## src/hw/rtl/fcfla_pkg.sv

```systemverilog
`timescale 1ns / 1ps
// ----------------------------------------------------------------------------
// fcfla_pkg
// Shared types and constants for the fixed-cell free-list allocator.
// ----------------------------------------------------------------------------
package fcfla_pkg;

  localparam int POOL_SIZE  = 256;
  localparam int CELL_W     = (POOL_SIZE > 1) ? $clog2(POOL_SIZE) : 1;
  localparam int FRESH_W    = CELL_W + 1;
  localparam int IDX_W      = 8;
  localparam int STATUS_W   = 2;

  typedef enum logic {
    CMD_ALLOC = 1'b0,
    CMD_FREE  = 1'b1
  } cmd_t;

  typedef enum logic [STATUS_W-1:0] {
    ST_OK       = 2'd0,
    ST_EMPTY    = 2'd1,
    ST_NOT_LIVE = 2'd2
  } status_t;

  typedef enum logic {
    S_IDLE = 1'b0,
    S_READ = 1'b1
  } state_t;

  // one word per cell: live flag, link valid flag, link to next free cell
  typedef struct packed {
    logic              live;
    logic              link_valid;
    logic [CELL_W-1:0] link;
  } entry_t;

  localparam int ENTRY_W = $bits(entry_t);

endpackage

```

## src/hw/rtl/fcfla_ram.sv

```systemverilog
`timescale 1ns / 1ps
// ----------------------------------------------------------------------------
// fcfla_ram
// Generic single-write, single-read RAM with registered read data.
// ----------------------------------------------------------------------------
module fcfla_ram #(
  parameter int WIDTH = 8,
  parameter int DEPTH = 16
) (
  input  logic                     clk,
  input  logic                     we,
  input  logic [$clog2(DEPTH)-1:0] waddr,
  input  logic [WIDTH-1:0]         wdata,
  input  logic [$clog2(DEPTH)-1:0] raddr,
  output logic [WIDTH-1:0]         rdata
);

  logic [WIDTH-1:0] mem [DEPTH];

  always_ff @(posedge clk) begin
    if (we) begin
      mem[waddr] <= wdata;
    end
    rdata <= mem[raddr];
  end

endmodule

```

## src/hw/rtl/fixed_cell_free_list_allocator.sv

```systemverilog
`timescale 1ns / 1ps
// ----------------------------------------------------------------------------
// fixed_cell_free_list_allocator
// Pool of equally sized cells kept on a linked free list in one RAM.
// Allocate pops the head cell, free pushes a live cell back on the head.
//
//   channel | signals                         | direction
//   --------+---------------------------------+----------
//   req     | req_valid req_stall command     | in
//           | cell_index                      |
//   rsp     | rsp_valid rsp_stall status      | out
//           | granted_index                   |
//
// Each request reads its cell word from the RAM as it is accepted in S_IDLE,
// then updates it and writes it back in S_READ. The registered RAM read sets this.
// Cells at or above the fresh count were never touched; their RAM words are
// ignored and taken as free, so no clearing pass is needed after reset.
// A stalled response holds the block in its update cycle.
// ----------------------------------------------------------------------------
module fixed_cell_free_list_allocator
  import fcfla_pkg::*;
(
  input  logic                clk,
  input  logic                rst,
  input  logic                req_valid,
  output logic                req_stall,
  input  logic                command,
  input  logic [IDX_W-1:0]    cell_index,
  output logic                rsp_valid,
  input  logic                rsp_stall,
  output logic [STATUS_W-1:0] status,
  output logic [IDX_W-1:0]    granted_index
);

  state_t             state, state_next;
  logic               req_cmd;
  logic               req_in_range;
  logic [CELL_W-1:0]  req_cell;
  logic [CELL_W-1:0]  head, head_next;
  logic               head_valid, head_valid_next;
  logic [FRESH_W-1:0] fresh, fresh_next;

  logic               ram_we;
  logic [CELL_W-1:0]  ram_waddr;
  entry_t             ram_wdata;
  logic [CELL_W-1:0]  ram_raddr;
  entry_t             ram_rdata;

  logic               accept;
  logic               finish;
  logic               head_fresh;
  logic               idx_fresh;
  logic               pop_link_valid;
  logic [CELL_W-1:0]  pop_link;
  logic [CELL_W-1:0]  head_inc;
  status_t            res_status;
  logic [IDX_W-1:0]   res_granted;

  fcfla_ram #(
    .WIDTH(ENTRY_W),
    .DEPTH(POOL_SIZE)
  ) u_ram (
    .clk  (clk),
    .we   (ram_we),
    .waddr(ram_waddr),
    .wdata(ram_wdata),
    .raddr(ram_raddr),
    .rdata(ram_rdata)
  );

  assign accept   = req_valid && !req_stall;
  assign finish   = (state == S_READ) && !(rsp_valid && rsp_stall);
  assign head_inc = CELL_W'(32'(head) + 32'd1);

  assign head_fresh = {1'b0, head} >= fresh;
  assign idx_fresh  = {1'b0, req_cell} >= fresh;

  always_comb begin
    if (head_fresh) begin
      pop_link_valid = 32'(head) != (POOL_SIZE - 1);
      pop_link       = pop_link_valid ? head_inc : '0;
    end else begin
      pop_link_valid = ram_rdata.link_valid;
      pop_link       = ram_rdata.link;
    end
  end

  always_ff @(posedge clk) begin
    if (rst) begin
      state <= S_IDLE;
    end else begin
      state <= state_next;
    end
  end

  always_comb begin
    state_next      = state;
    req_stall       = 1'b1;
    ram_raddr       = CELL_W'(cell_index);
    ram_we          = 1'b0;
    ram_waddr       = req_cell;
    ram_wdata       = '0;
    head_next       = head;
    head_valid_next = head_valid;
    fresh_next      = fresh;
    res_status      = ST_OK;
    res_granted     = '0;
    case (state)
      S_IDLE: begin
        req_stall = 1'b0;
        ram_raddr = (command == CMD_ALLOC) ? head : CELL_W'(cell_index);
        if (req_valid) begin
          state_next = S_READ;
        end
      end
      S_READ: begin
        ram_raddr = req_cmd ? req_cell : head;
        if (req_cmd == CMD_ALLOC) begin
          if (!head_valid) begin
            res_status = ST_EMPTY;
          end else begin
            res_granted          = IDX_W'(head);
            ram_we               = finish;
            ram_waddr            = head;
            ram_wdata.live       = 1'b1;
            ram_wdata.link_valid = pop_link_valid;
            ram_wdata.link       = pop_link;
            head_next            = pop_link;
            head_valid_next      = pop_link_valid;
            if (head_fresh) begin
              fresh_next = FRESH_W'({1'b0, head}) + FRESH_W'(1);
            end
          end
        end else begin
          if (!req_in_range || idx_fresh || !ram_rdata.live) begin
            res_status = ST_NOT_LIVE;
          end else begin
            ram_we               = finish;
            ram_waddr            = req_cell;
            ram_wdata.live       = 1'b0;
            ram_wdata.link_valid = head_valid;
            ram_wdata.link       = head;
            head_next            = req_cell;
            head_valid_next      = 1'b1;
          end
        end
        if (finish) begin
          state_next = S_IDLE;
        end
      end
      default: begin
        state_next = S_IDLE;
      end
    endcase
  end

  always_ff @(posedge clk) begin
    if (accept) begin
      req_cmd      <= command;
      req_cell     <= CELL_W'(cell_index);
      req_in_range <= 32'(cell_index) < POOL_SIZE;
    end
  end

  always_ff @(posedge clk) begin
    if (rst) begin
      head       <= '0;
      head_valid <= 1'b1;
      fresh      <= '0;
    end else if (finish) begin
      head       <= head_next;
      head_valid <= head_valid_next;
      fresh      <= fresh_next;
    end
  end

  always_ff @(posedge clk) begin
    if (rst) begin
      rsp_valid <= 1'b0;
    end else if (finish) begin
      rsp_valid <= 1'b1;
    end else if (!rsp_stall) begin
      rsp_valid <= 1'b0;
    end
  end

  always_ff @(posedge clk) begin
    if (finish) begin
      status        <= res_status;
      granted_index <= res_granted;
    end
  end

  a_rsp_from_update: assert property (@(posedge clk) disable iff (rst)
    $rose(rsp_valid) |-> $past(state) == S_READ)
    else $error("response raised without an update cycle");

  a_write_in_update: assert property (@(posedge clk) disable iff (rst)
    ram_we |-> state == S_READ && !(rsp_valid && rsp_stall))
    else $error("RAM written outside a completing update");

  a_fresh_bound: assert property (@(posedge clk) disable iff (rst)
    32'(fresh) <= POOL_SIZE)
    else $error("fresh count beyond pool size");

  a_no_accept_busy: assert property (@(posedge clk) disable iff (rst)
    state == S_READ |-> req_stall)
    else $error("request accepted during update");

  a_grant_zero_on_error: assert property (@(posedge clk) disable iff (rst)
    rsp_valid && status != ST_OK |-> granted_index == '0)
    else $error("nonzero grant on failed request");

endmodule

```

## config.mk

```make
export PLATFORM = sky130hd
export DESIGN_NAME = fixed_cell_free_list_allocator
export DESIGN_NICKNAME = d
export VERILOG_FILES = /design/src/hw/rtl/fcfla_pkg.sv /design/src/hw/rtl/fcfla_ram.sv /design/src/hw/rtl/fixed_cell_free_list_allocator.sv
export SDC_FILE = /design/constraint.sdc
export NUM_CORES = 2
export LEC_CHECK = 0
export BUFFER_PORTS_ARGS = -buffer_cell sky130_fd_sc_hd__buf_4
export CORE_UTILIZATION = 45
export DETAILED_ROUTE_END_ITERATION = 16
export PLACE_DENSITY = 0.69
export SYNTH_ARGS = -nofsm -noshare
export SYNTH_HDL_FRONTEND = slang
export SYNTH_HIERARCHICAL = 1
export SYNTH_SLANG_ARGS = --single-unit
```

## constraint.sdc

```tcl
create_clock -name clk -period 20.2 [get_ports clk]
set_input_delay 4.04 -clock clk [delete_from_list [all_inputs] [get_ports clk]]
set_output_delay 4.04 -clock clk [all_outputs]
set_load 0.01 [all_outputs]
```

==> results by group <==
Floorplanning
  • FP Rows: 174
  • I/O pins: 25
  • Die width: ~480 um
  • Die H: approximately 480 um
  • Initial Utilization: 45.3%
  • Total core area: 225000 um^2
  • Die area: 228000 um^2

Detailed routing
  • Antenna-violating nets left: 0
  • DR DRC count: 24
  • Post-Route WL: 255 mm
  • Via-to-Cell Ratio: about 6.3
  • Initial DRT Pass Iterations: 12
  • Via count: ~52000
  • DR iter-0 viols: 6852
  • Routed WL per cell: just over 30 um

Clock network
  • CTS clk-pin slew, worst paths: around 0.060 ns
  • CTS tree: done
  • Post-CTS Hold Fix Bufs: 0
  • Post-CTS setup buffers: 0
  • Clk root buf: clkbuf_16
  • Worst skew pair latency: between 0.9 and 1 ns
  • CTS buffer count: 274
  • CTS sink cnt: 2609
  • H-Tree Depth: 5
  • Post_cts resized: 0
  • Clock Tree Buf Depth: 4

Logic synthesis
  • YS warnings: 6
  • Mean Syn Cell Area: slightly above 20 um^2
  • Cells after Synth: around 4900
  • Seq/Total Area, Yosys: 76.6%
  • Synth unique cells: between 70 and 80
  • Synthesized flop and latch total: 2609
  • FFs w/ async S/R, synth: 0%
  • Post-synth EDFFs: about 2600
  • Syn nets: ~5000
  • Dominant synthesized flop cell: edfxtp_1
  • Synth Cell Area: 102000 um^2

Worst setup path
  • Crit path max fanout: around 120
  • Crit path launch type: input port
  • Critical Path AT: 9.83 ns
  • Critical Path RT: 20.93 ns
  • CP endpoint kind: flip-flop
  • CP Class: input port to flip-flop

Flow run
  • Max Cap Viol: 1

STA
  • RSZ-0062 raised after global routing: no
  • Max Clock Freq: roughly 110 MHz
  • Final Hold Fails: 0
  • Relative slew slack: -0.127%
  • Final-report setup violation count: 0
  • Final period util: about 45%
  • Post-route minimum period: roughly 9.1 ns
  • Post-Route Skew: 0.0397 ns
  • Slew @ Worst Pin: between 1 and 1.5 ns
  • Setup tns final: 0 ns
  • Count of pins over their slew limit: 1

Global route
  • Overflow after GRT: 0
  • Initial antenna violation count: 12
  • Largest net degree at the start of global routing: approximately 230
  • First-pass GRT wire length: between 300 and 400 mm
  • Global-route usage over all layers: roughly 22%
  • Vias in the first global route: slightly above 50000

Placed design
  • Placed insts: about 7800
  • Routability cong.: 0.864
  • Port Buffers: 24
  • Post-DP Area: roughly 110000 um^2
  • Detailed placer's ending HPWL: 149 mm

Pwr
  • Leak pwr: between 30 and 40 nW
  • Power per cell area: approximately 100 nW/um^2
  • VDD IR max: around 75 uV

Final layout
  • Share of layout cells above drive strength 1: between 20% and 30%
  • Layout area overhead: 11.4%
  • Final core occ: around 50%
  • Final cell count without fillers: between 8000 and 9000
  • Fin area: roughly 110000 um^2
  • Nets@finish: ~5100

Outcome
  • Violated checks: design-rule violations, max-capacitance violations, max-slew violations
  • Run status: finished with violations

Min path
  • Hold Crit Class: flip-flop to flip-flop
==> worst max-delay path, cell delays in order <==
cell     delay, ns
buf_4         0.10
nor2b_1       0.56
a221o_4       0.30
buf_12        0.57
buf_4         0.70
buf_12        0.69
mux4_2        0.60
a22oi_1       0.27
a21oi_1       0.13
or2_2         0.36
nor3_1        0.96
nor4_1        0.10
==> through the flow <==
step / power, mW / setup slack [ns] / hold slack [ns]
final: 11.7 / 11.10 / 0.503
after global routing: 12.0 / 10.89 / 0.534
after CTS: 11.7 / 11.20 / 0.501
after detailed placement: 7.09 / 10.26 / 0.492
after global placement: 7.08 / 10.22 / 0.493
after floorplan: 6.79 / 10.11 / 0.454
==> where the power goes <==
| part | total (mW) | internal [mW] | switching (mW) |
|---|---|---|---|
| Sequential | 6.04 | 6.00 | 0.0378 |
| Clock | 4.68 | 2.71 | 1.98 |
| Combinational | 0.954 | 0.321 | 0.633 |
==> placed cells by master (no fill, tap or decap), types with 48 or more instances in the layout <==
cell type,count
nand3_1,54
buf_4,151
a21oi_1,125
o221ai_1,48
nand2_1,61
edfxtp_1,2579
clkbuf_1,64
clkinv_1,61
a22oi_1,194
nor2_1,300
mux2i_1,216
clkbuf_16,284
o22ai_1,57
mux4_2,495
==> path summary, 6_finish.rpt <==
kind                                            start                     end  slack (ns)  cells after the start
worst min register to register  fresh[1]$_SDFFE_PP0P_   fresh[1]$_SDFFE_PP0P_        0.50                      2
worst max-delay path                          command  u_ram/rdata[8]$_DFF_P_       11.10                     12
worst max register to register      req_cmd$_DFFE_PP_  u_ram/rdata[8]$_DFF_P_       13.69                     12
worst min-delay path            fresh[1]$_SDFFE_PP0P_   fresh[1]$_SDFFE_PP0P_        0.50                      2
==> state kept, by name (all words and copies together) (netlist names) <==
register	flops
u_ram/mem	2560
u_ram/rdata	10
fresh	9
granted_index	8
head	8
req_cell	8
status	2
head_valid	1
req_cmd	1
rsp_valid	1
state	1
==> cells in the mapped netlist (13+ instances only) <==
master | instances | share of area, %
nand2b_1 | 13 | 0.080
dfxtp_1 | 30 | 0.59
nor4_1 | 27 | 0.17
o221ai_1 | 48 | 0.41
a21o_1 | 17 | 0.13
nor2_1 | 302 | 1.1
nor3_1 | 42 | 0.21
a22oi_1 | 194 | 1.4
buf_12 | 16 | 0.31
nand3_1 | 54 | 0.27
edfxtp_1 | 2579 | 76
buf_6 | 27 | 0.30
mux2i_1 | 216 | 2.1
a21oi_1 | 125 | 0.61
a211oi_1 | 13 | 0.096
ha_1 | 17 | 0.21
o21ai_0 | 19 | 0.093
buf_2 | 56 | 0.28
mux4_2 | 495 | 11
buf_1 | 20 | 0.074
clkbuf_1 | 140 | 0.52
nand4_1 | 13 | 0.080
inv_1 | 20 | 0.074
nand2_1 | 67 | 0.25
nor2b_1 | 28 | 0.17
mux4_1 | 41 | 1.1
o22ai_1 | 58 | 0.36
a31oi_1 | 14 | 0.086
buf_8 | 17 | 0.25
buf_4 | 30 | 0.22
a22o_1 | 13 | 0.11
a221oi_1 | 15 | 0.13
==> area by class of cell <==
| cell class | instances | area (um^2) |
|---|---|---|
| Clock buffer | 350 | 7370 |
| Clock inverter | 111 | 798 |
| Multi-Input combinational cell | 1984 | 22100 |
| Tap cell | 2992 | 3740 |
| Inverter | 21 | 86.3 |
| Timing Repair Buffer | 161 | 1330 |
| Antenna cell | 3 | 7.51 |
| Sequential cell | 2609 | 78000 |
| Fill cell | 17400 | 111000 |
==> cells by family (layout without fill, tap and decap cells) <==
kind of cell / count (synthesis) / count (layout) / synth area share (%)
xor gates and xnor gates: 4 / 4 / 0.0344
muxes: 752 / 752 / 14.1
adders and majority gates: 17 / 17 / 0.209
buffers and inverters: 328 / 643 / 2.03
other: 0 / 3 / 0
DFF: 2609 / 2609 / 76.6
AOI/OAI and AO/OA: 613 / 613 / 4.29
and+or+nand+nor: 598 / 598 / 2.70
==> metal layers <==
layer	part of all wire, %	GRT usage, %	up-vias
met5	0.038	0	-
met1	39	30.3	27300
met4	4.3	9.36	14
met2	46	33.8	2894
met3	11	5.71	515
li1	-	-	20900
Note: power is estimated with default switching activity, not from simulation.
